$ cat config.mk
export PLATFORM = sky130hd
export DESIGN_NAME = blum_blum_shub_bit_generator_unit
export DESIGN_NICKNAME = d
export VERILOG_FILES = /design/src/bbs_pkg.sv /design/src/bbs_sqr_unit.sv /design/src/blum_blum_shub_bit_generator_unit.sv
export SDC_FILE = /design/constraint.sdc
export NUM_CORES = 1
export LEC_CHECK = 0
export BUFFER_PORTS_ARGS = -buffer_cell sky130_fd_sc_hd__buf_2
export CAP_MARGIN = 30
export CORE_ASPECT_RATIO = 1.4
export CORE_MARGIN = 1
export CORE_UTILIZATION = 44
export CTS_CLUSTER_DIAMETER = 60
export CTS_CLUSTER_SIZE = 24
export DETAILED_ROUTE_END_ITERATION = 7
export HOLD_SLACK_MARGIN = 0.15
export SLEW_MARGIN = 20
export SYNTH_ARGS = -nofsm -noshare
export SYNTH_HDL_FRONTEND = slang
export SYNTH_SLANG_ARGS = --single-unit
$ cat constraint.sdc
create_clock -name clk -period 6.02 [get_ports clk]
set_input_delay 0.301 -clock clk [delete_from_list [all_inputs] [get_ports clk]]
set_output_delay 0.301 -clock clk [all_outputs]
set_load 0.01 [all_outputs]
$ cat src/bbs_pkg.sv
// Shared constants and handshake types for the BBS bit generator.
// No dependencies; used by bbs_sqr_unit and the top level.
package bbs_pkg;

  // Default arithmetic width.
  localparam int MOD_BITS_DEF = 32;

  // Configuration port geometry.
  localparam int CFG_DATA_W = 32;
  localparam int CFG_IDX_W  = 2;

  // Register indexes.
  localparam logic [CFG_IDX_W-1:0] REG_MODULUS = 2'd0;
  localparam logic [CFG_IDX_W-1:0] REG_SEED    = 2'd1;

  // Register reset values.
  localparam logic [CFG_DATA_W-1:0] MODULUS_RESET = 32'd1050589;
  localparam logic [CFG_DATA_W-1:0] SEED_RESET    = 32'd1000;

  // Request from the control FSM to the squaring unit.
  typedef struct packed {
    logic start;   // load operand and begin
    logic reduce;  // operand not below modulus: reduce it first
  } bbs_req_t;

  // Status from the squaring unit.
  typedef struct packed {
    logic busy;    // a reduction or multiplication is in progress
    logic done;    // one-cycle pulse, result valid
  } bbs_sts_t;

endpackage

$ cat src/bbs_sqr_unit.sv
// Bit-serial modular squaring unit: result = operand^2 mod modulus.
// Scans operand bits MSB first, one bit per cycle; depends on bbs_pkg.
module bbs_sqr_unit #(
  parameter int MOD_BITS = bbs_pkg::MOD_BITS_DEF
) (
  input  logic                clk,
  input  logic                rst,
  input  bbs_pkg::bbs_req_t   req,
  input  logic [MOD_BITS-1:0] operand,
  input  logic [MOD_BITS-1:0] modulus,
  output bbs_pkg::bbs_sts_t   sts,
  output logic [MOD_BITS-1:0] result
);

  localparam int CntW = $clog2(MOD_BITS);
  localparam int SumW = MOD_BITS + 2;
  localparam logic [CntW-1:0] LastCnt = CntW'(MOD_BITS - 1);

  typedef enum logic [1:0] {PH_IDLE, PH_REDUCE, PH_MUL} phase_t;

  phase_t              phase;
  logic [CntW-1:0]     cnt;
  logic [MOD_BITS-1:0] shreg;
  logic [MOD_BITS-1:0] opnd;
  logic [MOD_BITS-1:0] addend;
  logic [MOD_BITS-1:0] acc;
  logic                done;

  logic                bit_in;
  logic [SumW-1:0]     add_val;
  logic [SumW-1:0]     sum;
  logic [SumW-1:0]     mod1;
  logic [SumW-1:0]     mod2;
  logic [SumW-1:0]     red;
  logic [MOD_BITS-1:0] acc_next;

  // One step: acc = (2*acc + bit*addend) mod m, with sum below 3m.
  // Reduction phase feeds the operand bits in as the addend of one.
  always_comb begin
    bit_in  = shreg[MOD_BITS-1];
    add_val = (phase == PH_REDUCE) ? SumW'(1) : {2'b00, addend};
    sum     = {1'b0, acc, 1'b0} + (bit_in ? add_val : '0);
    mod1    = {2'b00, modulus};
    mod2    = {1'b0, modulus, 1'b0};
    if (sum >= mod2) begin
      red = sum - mod2;
    end else if (sum >= mod1) begin
      red = sum - mod1;
    end else begin
      red = sum;
    end
    acc_next = red[MOD_BITS-1:0];
  end

  // Sequence the reduce and multiply passes.
  always_ff @(posedge clk) begin
    if (rst) begin
      phase <= PH_IDLE;
      done  <= 1'b0;
    end else begin
      unique case (phase)
        PH_IDLE: begin
          done <= 1'b0;
          if (req.start) begin
            cnt    <= LastCnt;
            acc    <= '0;
            shreg  <= operand;
            opnd   <= operand;
            addend <= operand;
            phase  <= req.reduce ? PH_REDUCE : PH_MUL;
          end
        end
        PH_REDUCE: begin
          done <= 1'b0;
          if (cnt == '0) begin
            // operand mod m becomes the multiplicand; rescan the operand
            addend <= acc_next;
            acc    <= '0;
            shreg  <= opnd;
            cnt    <= LastCnt;
            phase  <= PH_MUL;
          end else begin
            acc   <= acc_next;
            shreg <= shreg << 1;
            cnt   <= cnt - 1'b1;
          end
        end
        PH_MUL: begin
          acc   <= acc_next;
          shreg <= shreg << 1;
          cnt   <= cnt - 1'b1;
          done  <= (cnt == '0);
          if (cnt == '0) begin
            phase <= PH_IDLE;
          end
        end
        default: begin
          done  <= 1'b0;
          phase <= PH_IDLE;
        end
      endcase
    end
  end

  assign result   = acc;
  assign sts.done = done;
  assign sts.busy = (phase != PH_IDLE);

endmodule

$ cat src/blum_blum_shub_bit_generator_unit.sv
// Blum Blum Shub bit generator: one key bit and the next state per request.
// Each request runs through the bit-serial squaring unit, preceded by a reduction pass
// when the state is not below the modulus (after restart or a modulus change); with
// modulus 0 the unit is bypassed and the new state is 0. One request is in flight at a time.
// Reset (synchronous): modulus 1050589, seed 1000, state 1000, no result pending.
// Depends on bbs_pkg and bbs_sqr_unit.
module blum_blum_shub_bit_generator_unit #(
  parameter int MOD_BITS = bbs_pkg::MOD_BITS_DEF
) (
  input  logic                           clk,
  input  logic                           rst,
  input  logic                           in_valid,
  output logic                           in_ready,
  input  logic                           restart,
  output logic                           out_valid,
  input  logic                           out_ready,
  output logic                           key_bit,
  output logic [31:0]                    state_value,
  input  logic                           cfg_we,
  input  logic [bbs_pkg::CFG_IDX_W-1:0]  cfg_index,
  input  logic [bbs_pkg::CFG_DATA_W-1:0] cfg_data
);

  typedef enum logic [1:0] {ST_IDLE, ST_RUN, ST_HOLD} state_t;

  state_t                         state;
  logic [bbs_pkg::CFG_DATA_W-1:0] modulus;
  logic [bbs_pkg::CFG_DATA_W-1:0] seed;
  logic [MOD_BITS-1:0]            cur;
  logic                           key_hold;

  logic [MOD_BITS-1:0]            m_w;
  logic [MOD_BITS-1:0]            x;
  logic                           in_fire;
  bbs_pkg::bbs_req_t              req;
  bbs_pkg::bbs_sts_t              sts;
  logic [MOD_BITS-1:0]            sq_result;

  // Working modulus and the state this request starts from.
  assign m_w      = MOD_BITS'(modulus);
  assign x        = restart ? MOD_BITS'(seed) : cur;
  assign in_ready = (state == ST_IDLE);
  assign in_fire  = in_valid && in_ready;

  assign req.start  = in_fire && (m_w != '0);
  assign req.reduce = (x >= m_w);

  bbs_sqr_unit #(
    .MOD_BITS (MOD_BITS)
  ) u_sqr (
    .clk     (clk),
    .rst     (rst),
    .req     (req),
    .operand (x),
    .modulus (m_w),
    .sts     (sts),
    .result  (sq_result)
  );

  // Configuration registers; ignore indexes beyond the list.
  always_ff @(posedge clk) begin
    if (rst) begin
      modulus <= bbs_pkg::MODULUS_RESET;
      seed    <= bbs_pkg::SEED_RESET;
    end else if (cfg_we) begin
      unique case (cfg_index)
        bbs_pkg::REG_MODULUS: modulus <= cfg_data;
        bbs_pkg::REG_SEED:    seed    <= cfg_data;
        default: ;
      endcase
    end
  end

  // Request control, state update and output register.
  always_ff @(posedge clk) begin
    if (rst) begin
      state     <= ST_IDLE;
      out_valid <= 1'b0;
      cur       <= MOD_BITS'(bbs_pkg::SEED_RESET);
    end else begin
      // drop the result once the transaction completes
      if (out_ready && state != ST_HOLD) begin
        out_valid <= 1'b0;
      end
      unique case (state)
        ST_IDLE: begin
          if (in_fire) begin
            key_hold <= x[0];
            if (m_w == '0) begin
              cur   <= '0;
              state <= ST_HOLD;
            end else begin
              state <= ST_RUN;
            end
          end
        end
        ST_RUN: begin
          if (sts.done) begin
            cur   <= sq_result;
            state <= ST_HOLD;
          end
        end
        ST_HOLD: begin
          // hold until the output register is free
          if (!out_valid || out_ready) begin
            out_valid   <= 1'b1;
            key_bit     <= key_hold;
            state_value <= 32'(cur);
            state       <= ST_IDLE;
          end
        end
        default: state <= ST_IDLE;
      endcase
    end
  end

  // Checks on control sequencing and the arithmetic result.
  a_busy_after_accept: assert property (@(posedge clk) disable iff (rst)
    in_fire |=> !in_ready)
    else $error("request accepted while previous request in flight");

  a_done_in_run: assert property (@(posedge clk) disable iff (rst)
    sts.done |-> (state == ST_RUN))
    else $error("squaring unit finished outside of run state");

  a_state_reduced: assert property (@(posedge clk) disable iff (rst)
    (state == ST_RUN && sts.done) |=> (cur < m_w))
    else $error("new state not below modulus");

  a_zero_modulus: assert property (@(posedge clk) disable iff (rst)
    (in_fire && m_w == '0) |=> (cur == '0 && state == ST_HOLD))
    else $error("zero modulus did not give zero state");

  a_unit_active: assert property (@(posedge clk) disable iff (rst)
    (state == ST_RUN) |-> (sts.busy || sts.done))
    else $error("run state with squaring unit idle");

endmodule
Word-level counts from Yosys, hierarchy flattened
Cells that the tools add are included.

storage, ports and cells
  flip-flop bits (word level) = 269
  latch bits = 0
  RAM bits = 0
  memory bits (read-only) = 0
  bits of input ports = 40
  word-level logic and storage cells = 95
  memories = 0

cells by class
  add/subtract/negate cells = 4
  multiply operators = 0
  div/mod/pow operators = 0
  order comparisons = 3
  equal/unequal tests = 13
  shift-type cells = 0
  mux-type cells = 33
  bitwise operators = 2
  reduce and logical (&&, ||, !) cells = 25

operator list
  kind                                                  count
  two-way mux 32 bit                                    12
  one-hot mux 32 bit (3 select lines)                   2
  one-hot mux 32 bit (2 select lines)                   2
  subtractor 32 bit                                     2
  adder 33 x 34 -> 34 bit                               1
  >= comparator 34 x 32 -> 1 bit                        1
  >= comparator 34 x 33 -> 1 bit                        1
  two-way mux 34 bit                                    1
  >= comparator 32 bit                                  1
  logical NOT 32 bit                                    1
  nonzero test 32 bit                                   1
  AND reduction 3 bit                                   6
  two-way mux 2 bit                                     8
  one-hot mux 5 bit (3 select lines)                    1
  one-hot mux 2 bit (3 select lines)                    2
  two-way mux 5 bit                                     2
  != test 2 x 1 -> 1 bit (second input constant)        4
  != test 2 bit (second input constant)                 4
  AND reduction 4 bit                                   2
  equality test 2 x 1 -> 1 bit (second input constant)  3
  logical NOT 2 bit                                     3
  logical NOT 5 bit                                     1
  subtractor 5 x 1 -> 5 bit (second input constant)     1
  equality test 2 bit (second input constant)           2
  9 further kinds                                       16

Logic depth before layout (Yosys ltp)
Gate-level depths: netlist of run 1.

  depth after elaboration = 9
  mapped depth = 29
  gate-level depth less buffers = 25

Hierarchy
A second synthesis of run 1 with hierarchy kept.

unflattened totals
  cells, all modules = 1882
  area total of the unflattened synthesis = 17276.6 um2

by module, submodules not included
  module                             instances  cells an instance  area an instance (um2)  seq. area each (um2)
  bbs_sqr_unit                       1          1271               11548.6                 4053.9
  blum_blum_shub_bit_generator_unit  1          611                5728.0                  3002.9

Worst setup path after synthesis of run 1
OpenSTA, ideal clock, no wires.

  path type = reg-to-reg
  start = register state[1]
  end = register u_sqr.cnt[0] (enable)
  setup time = 0.581 ns
  data arrival time = 5.733 ns
  data required time = 5.439 ns
  slack = -0.294 ns
  stages on the path, launching flop included = 7
  period minus slack after synthesis = 6.314 ns
  path through = dfxtp_1 nor2_1 nand2_1 or2_2 nand2_1 inv_1 nor3_1

between the ends
  cells in the longest elaborated chain, start to end = 5

ends and longest elaborated chain
  what                           RTL line                                 RTL
  start: declaration             blum_blum_shub_bit_generator_unit.sv:26  state_t state;
  start signal: assignment       blum_blum_shub_bit_generator_unit.sv:77  state <= ST_IDLE;
  start signal: assignment       blum_blum_shub_bit_generator_unit.sv:91  state <= ST_HOLD;
  start signal: assignment       blum_blum_shub_bit_generator_unit.sv:93  state <= ST_RUN;
  logical NOT 2 bit              blum_blum_shub_bit_generator_unit.sv:42  assign in_ready = (state == ST_IDLE);
  net in_ready                   blum_blum_shub_bit_generator_unit.sv:13  output logic in_ready,
  logical AND 1 bit              blum_blum_shub_bit_generator_unit.sv:43  assign in_fire = in_valid && in_ready;
  logical AND 1 bit              blum_blum_shub_bit_generator_unit.sv:45  assign req.start = in_fire && (m_w != '0);
  != test 2 bit (no line)        --
  AND reduction 3 bit (no line)  --
  end signal: assignment         bbs_sqr_unit.sv:80                       cnt <= LastCnt;
  end signal: assignment         bbs_sqr_unit.sv:85                       cnt <= cnt - 1'b1;
  end signal: assignment         bbs_sqr_unit.sv:91                       cnt <= cnt - 1'b1;
  end: declaration               bbs_sqr_unit.sv:22                       logic [CntW-1:0] cnt;

The timed path passes the listed nets, and every way through them passes these cells.
A chain may end at the register's enable or synchronous reset.

Worst setup path after layout of run 1
  start = register u_sqr.shreg[31]
  end = register u_sqr.addend[10], data pin

between the ends
  cells in the longest elaborated chain, start to end = 7
  elaborated cells on any way between the ends = 10

ends and longest elaborated chain
  what                                                                 RTL line                                RTL
  start: declaration                                                   bbs_sqr_unit.sv:23                      logic [MOD_BITS-1:0] shreg;
  start signal: assignment                                             bbs_sqr_unit.sv:67                      shreg <= operand;
  start signal: assignment                                             bbs_sqr_unit.sv:79                      shreg <= opnd;
  start signal: assignment                                             bbs_sqr_unit.sv:84                      shreg <= shreg << 1;
  two-way mux 34 bit *                                                 bbs_sqr_unit.sv:42                      sum = {1'b0, acc, 1'b0} + (bit_in ? add_val : '0);
  adder 33 x 34 -> 34 bit *                                            bbs_sqr_unit.sv:42
  subtractor 32 bit or >= comparator 34 x 32 -> 1 bit (tied branches)  bbs_sqr_unit.sv:48, bbs_sqr_unit.sv:47
  two-way mux 32 bit                                                   bbs_sqr_unit.sv:47                      end else if (sum >= mod1) begin
  two-way mux 32 bit *                                                 bbs_sqr_unit.sv:45                      if (sum >= mod2) begin
  two-way mux 32 bit *                                                 bbs_sqr_unit.sv:75                      if (cnt == '0) begin
  one-hot mux 32 bit (2 select lines) *                                bbs_sqr_unit.sv:61                      unique case (phase)
  end signal: assignment                                               bbs_sqr_unit.sv:69                      addend <= operand;
  end signal: assignment                                               bbs_sqr_unit.sv:77                      addend <= acc_next;
  end: declaration                                                     bbs_sqr_unit.sv:25                      logic [MOD_BITS-1:0] addend;

Every way passes the cells marked *; elsewhere a longest branch is shown, timed or not. The select of a mux whose other input is x is not followed.

==> results_dict.tcl, run 1 <==
set metrics [dict create \
    status "complete, no violations" \
    timing.final.ws_setup_ps 197 \
    syn2layout_area_growth_pct 15.0 \
    cts_tree "built" \
    finalHoldViolCount 0 \
    cp_max_fo 25 \
    grt_setup_unrepaired "yes" \
    cp-end-kind "flip-flop" \
    ant_nets 0 \
    synth_cells 1837 \
    crit_top_cell "a21oi_1" \
    post-cts-setup-buffers 0 \
    synth_top_area_cell "edfxtp_1" \
    startpoint_type "flip-flop" \
    path_buf_inv 3 \
    die_x_um 168 \
    firstDrtPassIters 5 \
    p_per_area_mw_per_mm2 492 \
    io_pins 75 \
    cts_buffers 15 \
    synth_edf_count 167 \
    fmax_mhz 172 \
    ys_types 76 \
    clkLatencyLatePin_ps 520 \
    final-setup-viol-count 0 \
    power.total_mw 9.62 \
    dr_total_vias 14800 \
    clk_pin_slew_ps 110 \
    syn-num-nets 2012 \
    initial_core_util_pct 44.9 \
    yosysMostFrequentCell "nand2_1" \
    syn-mean-instance-area_sq_um 9.25 \
    wl_per_cell_um 21.4 \
    root_buffer "clkbuf_16" \
    fin_crit_ps 5820 \
    critical_path_arrival_ps 6070 \
    drc_errors 0 \
    place_hpwl_um 40500 \
    grt_usage_pct 26.6 \
    fp.coreArea_sq_mm 0.0378 \
    p_clk_share_pct 11.6 \
    crit_path_top_delay_cell "edfxtp_1" \
    dp_slack_ps -29.2 \
    grt_max_degree 51 \
    drv_cap 0 \
    ys.flop_type "edfxtp_1" \
    max-clock-path-buffers 3 \
    p_sw_mw 4.31 \
    yosys_register_bits 269 \
    ys_top_cells_by_area "edfxtp_1 (30%), dfxtp_1 (12%), ha_1 (9.7%)" \
    slew-limit-headroom_pct 41.0 \
    syn_area_sq_mm 0.0170 \
    grt.overflow.total 0 \
    cp.required_ps 6270 \
    synth.top_cells.by_count "nand2_1 (192), a21oi_1 (184), edfxtp_1 (167), nor2_1 (167), ha_1 (132)" \
    skew_ps 22.3 \
    place.gp.congestion 0.927 \
    drtIter0Drc 1066 \
    vias_per_cell 5.97 \
    io_buffers 74 \
    diodes 0 \
    seq_power_share_pct 24.2 \
    p_int_mw 5.31 \
    critPathKind "reg2reg" \
    async_flop_share_pct 0 \
    h-tree-depth 1 \
    critical_path.max_stage_delay_ps 450 \
    hp-class "in2reg" \
    nNetsFinal 2167 \
    grt_pass1_vias 14100 \
    final.fill_count 3500 \
    grt_pass1_wl_um 80600 \
    synth_top_area_share_pct 29.5 \
    cp_cell_sequence "nor2b_2 > buf_4 > buf_4 > and2_1 > ha_1 > a21oi_1 > o21ai_0 > a41oi_1 > a21bo_2 > a41o_1 > a21o_1 > a21oi_1 > xnor2_2 > ha_1 > a21o_1 > a21oi_1 > o221ai_1 > or2_4 > a2111o_1 > buf_12 > or3_1 > a32oi_2 > a21oi_1" \
    crit_family "compound AO/OA/AOI/OAI gates" \
    antenna_found_initial 0 \
    ir_drop_uv 219 \
    pwr-share-comb_pct 64.2 \
    switching_share_pct 44.8 \
    ys_warn_count 0 \
    fp-row-count 84 \
    cts_sinks 269 \
    tightest_slew_ps 884 \
    ys_seq_area_share_pct 41.5 \
    power_leakage_nw 7.84 \
    drive_above_1_share_pct 14.7 \
    wirelength_um 53000 \
    period_share_pct 96.7 \
    drv_slew 0 \
    die_y_um 235 \
    die-area_sq_mm 0.0394 \
]
==> logic make-up after synthesis <==
family	Yosys count	share of synthesized area, %
fa+ha+maj	135	10.1
buf+inv	163	3.76
simple gates	600	16.6
xor+xnor	72	3.71
compound gates	558	21.8
flops	269	41.5
mux	40	2.55
==> stage by stage <==
stage	hold WS, ps	instance area [sq um]	TNS (ps)	utilization, %	cells
global route	226	19600	-663	51.7	2474
global placement	408	18600	0	49.2	2415
detailed placement	407	18600	-39.5	49.2	2415
CTS	206	19400	0	51.2	2474
floorplan	400	17000	0	-	1837
finish	212	19600	0	51.7	2474
==> power by group through the flow <==
| stage | logic, mW | clock network, mW | registers [mW] |
|---|---|---|---|
| floorplan | 3.94 | 0 | 2.33 |
| global placement | 5.86 | 0 | 2.36 |
| detailed placement | 5.90 | 0 | 2.37 |
| CTS | 5.95 | 1.13 | 2.33 |
| global route | 6.69 | 1.19 | 2.34 |
| finish | 6.18 | 1.11 | 2.33 |
==> cell usage in the layout, fill, tap and decap left out, types with 38 or more instances in the layout <==
master	count
xnor2_1	47
nand2_1	192
edfxtp_1	167
inv_1	70
o21ai_0	78
buf_2	73
a221o_1	38
dfxtp_1	102
nor2b_1	41
nor2_1	167
ha_1	131
a21oi_1	181
and2_1	39
a21o_1	50
buf_4	117
==> metal layers <==
metal	vias to the layer above	share of wire, %	global-route usage (%)
met3	65	6.3	2.12
met4	0	3.3	9.40
li1	7075	-	-
met1	7135	44	36.3
met5	-	0	0
met2	486	46	44.4
==> state kept, by name, summed over array words and instances (netlist names), 2 cells and up <==
register	cells
cur	32
m_w	32
seed	32
state_value	32
u_sqr.addend	32
u_sqr.opnd	32
u_sqr.result	32
u_sqr.shreg	32
u_sqr.cnt	5
state	2
u_sqr.phase	2
==> timing repair <==
item	CTS	global route
resized for setup	1	33
pin swaps	0	2
endpoints found under the hold margin	65	0
hold buffers	33	0
endpoints found under the setup margin	11	64
==> cell type report <==
cell class	instances	area (sq um)	share of cell area [%]
inverter	71	267	1.36
clock inverter	3	28.8	0.147
tap	473	592	3.03
timing repair buffer	230	1700	8.68
multi-input combinational	1405	9500	48.6
clock buffer	23	415	2.12
sequential	269	7060	36.1
==> worst reg2reg max path: cells and delay by family (launching register included) <==
kind	cells	cell delay [ps]
flops	1	450
buf+inv	3	480
fa+ha+maj	2	620
compound gates	13	2860
simple gates	4	1010
xor+xnor	1	170
==> worst paths after layout <==
path	start	endpoint	slack (ps)	cells past startpoint
worst max-delay path	u_sqr.shreg[31]	u_sqr.addend[10]	200	23
worst min register to register	key_hold	key_bit	430	0
worst max register to register	u_sqr.shreg[31]	u_sqr.addend[10]	200	23
worst min-delay path	rst	cur[21]	210	2
No activity file was read; power rests on OpenSTA's default activity.
==> run 2: changes to the inputs <==
--- a/config.mk
+++ b/config.mk
@@ -5,6 +5,7 @@
 export SDC_FILE = /design/constraint.sdc
 export NUM_CORES = 1
 export LEC_CHECK = 0
+export ABC_AREA = 1
 export BUFFER_PORTS_ARGS = -buffer_cell sky130_fd_sc_hd__buf_2
 export CAP_MARGIN = 30
 export CORE_ASPECT_RATIO = 1.4
@@ -14,6 +15,7 @@
 export CTS_CLUSTER_SIZE = 24
 export DETAILED_ROUTE_END_ITERATION = 7
 export HOLD_SLACK_MARGIN = 0.15
+export SKIP_CTS_REPAIR_TIMING = 1
 export SLEW_MARGIN = 20
 export SYNTH_ARGS = -nofsm -noshare
 export SYNTH_HDL_FRONTEND = slang
==> results_dict.tcl, run 2 <==
set metrics [dict create \
    initial_core_util_pct 44.8 \
    drv_slew 0 \
    synth_top_area_share_pct 26.4 \
    startpoint_type "flip-flop" \
    drtIter0Drc 1436 \
    wl_per_cell_um 21.2 \
    die_x_um 178 \
    drv_cap 0 \
    power.total_mw 9.34 \
    met3_usage_pct 1.87 \
    final_cell_mix "nand2_1 (756), inv_1 (404), nor2_1 (231), nand3_1 (201), edfxtp_1 (167)" \
    cts_tree "built" \
    syn2layout_area_growth_pct 9.87 \
    ant_nets 0 \
    clk_pin_slew_ps 100 \
    yosys.area_share.simple_pct 29.1 \
    p_per_area_mw_per_mm2 448 \
    dr_total_vias 18200 \
    cp_max_fo 4 \
    grt_util_met2_pct 56.0 \
    syn-mean-instance-area_sq_um 7.12 \
    vias_per_cell 5.53 \
    max-clock-path-buffers 3 \
    ys.flop_type "edfxtp_1" \
    grt_pass1_vias 17500 \
    skew_ps 24.3 \
    finalHoldViolCount 0 \
    grt_usage_pct 31.6 \
    cp.required_ps 6290 \
    synth_edf_count 167 \
    h-tree-depth 1 \
    nNetsFinal 2911 \
    die-area_sq_mm 0.0440 \
    synth_top_area_cell "edfxtp_1" \
    syn-num-nets 2841 \
    slew-limit-headroom_pct 35.6 \
    fp-row-count 89 \
    clkLatencyLatePin_ps 520 \
    yosysMostFrequentCell "nand2_1" \
    drive_above_1_share_pct 5.86 \
    critical_path.max_stage_delay_ps 740 \
    final.setup.tns_ps 0 \
    ys_warn_count 0 \
    async_flop_share_pct 0 \
    root_buffer "clkbuf_16" \
    grt-busiest-layer "met2" \
    period_share_pct 94.7 \
    synth_compound_area_share_pct 11.8 \
    drc_errors 0 \
    io_buffers 74 \
    critical_path_arrival_ps 5970 \
    hp-class "in2reg" \
    diodes 0 \
    final_common_cell "nand2_1" \
    synth_adder_area_share_pct 9.02 \
    wirelength_um 69800 \
    ys_seq_area_share_pct 37.2 \
    firstDrtPassIters 5 \
    synth_cells 2666 \
    synth_top_family_by_area "simple AND/OR/NAND/NOR gates" \
    grt_pass1_wl_um 104000 \
    crit_top_cell "nand2_1" \
    antenna_found_initial 0 \
    grt_setup_unrepaired "no" \
    fmax_mhz 175 \
    crit_path_top_delay_cell "o21ai_0" \
    place_hpwl_um 56300 \
    final-setup-viol-count 0 \
    tightest_slew_ps 956 \
    io_pins 75 \
    status "complete, no violations" \
    cts_buffers 16 \
    syn_area_sq_mm 0.0190 \
    die_y_um 248 \
    yosys_register_bits 269 \
    fin_crit_ps 5700 \
    ys_types 45 \
    cts_sinks 269 \
    fp.coreArea_sq_mm 0.0423 \
    critPathKind "reg2reg" \
    synth.top_cells.by_count "nand2_1 (757), inv_1 (404), nor2_1 (234)" \
    cp-end-kind "flip-flop" \
    power_leakage_nw 9.80 \
    ys_top_cells_by_area "edfxtp_1 (26%), nand2_1 (15%), dfxtp_1 (11%)" \
    grt.overflow.total 0 \
    grt_max_degree 100 \
    synthXorXnorAreaFrac_pct 2.82 \
    ir_drop_uv 254 \
    muxShareOfSynthArea_pct 0 \
    place.gp.congestion 1.07 \
    use_met1_pct 38.8 \
]
## run 2: path summary, 6_finish.rpt
check	from	to	slack, ps	depth (start not counted)
hold / removal	cfg_data[23]	seed[23]	160	3
hold reg to reg	key_hold	key_bit	430	0
setup / recovery	u_sqr.phase[1]	u_sqr.addend[31]	320	27
setup reg to reg	u_sqr.phase[1]	u_sqr.addend[31]	320	27
## run 2: cells by family (layout without fill, tap and decap cells)
kind of cell | Yosys count | count (layout)
AND/OR/NAND/NOR | 1319 | 1320
buffers and inverters | 494 | 573
AO/OA/AOI/OAI | 388 | 388
flip-flops | 269 | 269
adder cells (fa/ha/maj) | 135 | 135
XOR/XNOR | 61 | 61
## run 2: report_power, final
part	internal [mW]	switching (mW)
combinational	1.74	4.10
sequential	2.21	0.0953
clock	0.563	0.638
## run 2: through the flow
stage          hold slack (ps)  area (sq um)  utilization [%]  std cells  setup WS, ps
2_1_floorplan              400         19000                -       2666          1210
3_3_place_gp               406         19900             47.1       3229           364
3_5_place_dp               406         20000             47.2       3230           309
4_1_cts                   6.12         20500             48.4       3258           288
5_1_grt                    157         20800             49.3       3292          72.6
6_report                   160         20800             49.3       3292           317
## run 2: routing by layer
metal | part of all wire, % | wire length, um
met5 | 0 | 0
met3 | 4.4 | 3070
met4 | 5.2 | 3650
met2 | 49 | 34200
met1 | 41 | 28900
## run 2: area by class of cell
type | instances | area [sq um]
fill | 4376 | 21500
multi-input combinational | 1904 | 10100
sequential | 269 | 7060
inverter | 409 | 1540
timing repair buffer | 136 | 981
tap | 546 | 683
clock buffer | 23 | 448
clock inverter | 5 | 65.1
## run 2: worst max-delay path, delay by kind of cell, from the launching register on
kind	cells	cell delay, ps
flops	1	390
buf+inv	5	590
compound gates	3	1240
xor+xnor	1	420
simple gates	14	1760
fa+ha+maj	4	1040
==> run 3: changes to the inputs <==
==> constraint.sdc (replaced) <==
create_clock -name clk -period 5.8 [get_ports clk]
set_input_delay 0.29 -clock clk [delete_from_list [all_inputs] [get_ports clk]]
set_output_delay 0.29 -clock clk [all_outputs]
set_load 0.01 [all_outputs]
==> results_dict.tcl, run 3 (same netlist as run 2, synthesis figures left out) <==
set metrics [dict create \
    rr_startpoint "u_sqr.phase[1]" \
    p_sw_mw 5.13 \
    crit_path_top_delay_cell "ha_1" \
    slew-limit-headroom_pct 39.6 \
    vias_per_cell 5.48 \
    critical_path_arrival_ps 5900 \
    tightest_slew_ps 898 \
    grt_pass1_wl_um 106000 \
    grt_setup_unrepaired "no" \
    finalHoldViolCount 0 \
    hp-class "in2reg" \
    ant_nets 0 \
    period_share_pct 95.0 \
    dp_slack_ps 26.2 \
    io_pins 75 \
    crit_family "simple AND/OR/NAND/NOR gates" \
    p_clk_share_pct 12.9 \
    cp.required_ps 6190 \
    grt_pass1_vias 17600 \
    io_buffers 74 \
    root_buffer "clkbuf_16" \
    final_cell_mix "nand2_1 (756), inv_1 (404), nor2_1 (231), nand3_1 (200), edfxtp_1 (167)" \
    stdcell_count 3317 \
    clkLatencyLatePin_ps 520 \
    whs_ps 89.0 \
    firstDrtPassIters 7 \
    crit_top_cell "nand2_1" \
    fin_crit_ps 5510 \
    antenna_found_initial 0 \
    place.gp.congestion 1.05 \
    syn2layout_area_growth_pct 11.1 \
    max-clock-path-buffers 3 \
    initial_core_util_pct 44.8 \
    crit_start "u_sqr.phase[1]" \
    die_x_um 178 \
    path_buf_inv 7 \
    nNetsFinal 2936 \
    final.setup.tns_ps 0 \
    status "complete, no violations" \
    hold_path.startpoint "cfg_data[17]" \
    cts_sinks 269 \
    switching_share_pct 51.8 \
    drv_cap 0 \
    grt_max_degree 72 \
    drv_slew 0 \
    timing.final.ws_setup_ps 290 \
    die-area_sq_mm 0.0440 \
    skew_ps 23.6 \
    power_leakage_nw 9.92 \
    pwr-share-comb_pct 63.0 \
    diodes 0 \
    place_hpwl_um 58300 \
    cts_tree "built" \
    fp-row-count 89 \
    drc_errors 0 \
    critical_path.max_stage_delay_ps 390 \
    wl_per_cell_um 21.8 \
    cts_buffers 17 \
    die_y_um 248 \
    p_per_area_mw_per_mm2 470 \
    seq_power_share_pct 24.1 \
    dp.cells 3254 \
    dr_total_vias 18200 \
    grt_usage_pct 32.7 \
    critPathKind "reg2reg" \
    h-tree-depth 1 \
    fp.coreArea_sq_mm 0.0423 \
    grt.overflow.total 0 \
    fmax_mhz 181 \
    cp-end-kind "flip-flop" \
    drive_above_1_share_pct 7.00 \
    startpoint_type "flip-flop" \
    final-setup-viol-count 0 \
    wirelength_um 72300 \
    final_common_cell "nand2_1" \
    power.total_mw 9.90 \
    ir_drop_uv 287 \
    drtIter0Drc 1410 \
    clk_pin_slew_ps 90 \
    cp_max_fo 31 \
    p_int_mw 4.77 \
]
-- run 3: cell types whose count changed in the layout (fill, tap and decap cells not counted), sizes merged --
cell,change
buf,+24
bufinv,-1
clkbuf,-1
clkinv,+3
dlygate4sd3,-1
nand3,+1
-- run 3: power groups by stage --
stage                     Clock, mW  Sequential, mW  Combinational, mW
after global placement            0            2.43               6.02
after floorplan                   0            2.39               4.05
after detailed placement          0            2.43               6.04
after CTS                      1.30            2.38               6.06
after global routing           1.37            2.40               6.81
final                          1.28            2.39               6.24
-- run 3: final timing paths --
path / slack, ps / cells after the start / endpoint
min reg2reg: 440 / 0 / key_bit
max reg2reg: 290 / 29 / u_sqr.addend[2]
max: 290 / 29 / u_sqr.addend[2]
min: 90 / 3 / seed[17]
-- run 3: worst register-to-register path: cells and delay by family (launching register included) --
| family | cells | cell delay [ps] |
|---|---|---|
| and+or+nand+nor | 17 | 2560 |
| adders and majority gates | 3 | 900 |
| DFF | 1 | 350 |
| buffers and inverters | 7 | 1150 |
| AOI/OAI and AO/OA | 2 | 430 |
-- run 3: layer usage --
metal,part of all wire [%],track usage (%),vias to the layer above
met5,0,0,-
met2,50,58.1,560
met3,4.5,2.02,117
met4,5.5,16.7,0
met1,40,39.5,8567
li1,-,-,8930
-- run 3: area by class of cell --
type / count / area, sq um
Fill cell: 4338 / 21200
Multi-Input combinational cell: 1905 / 10100
Sequential cell: 269 / 7060
Inverter: 409 / 1540
Timing Repair Buffer: 159 / 1130
Tap cell: 546 / 683
Clock buffer: 22 / 454
Clock inverter: 7 / 85.1
-- run 3: per-stage QoR --
| step | area (sq um) | util, % |
|---|---|---|
| after floorplan | 19000 | - |
| after global placement | 20100 | 47.6 |
| after detailed placement | 20200 | 47.6 |
| after CTS | 20700 | 48.9 |
| after global routing | 21100 | 49.8 |
| final | 21100 | 49.8 |
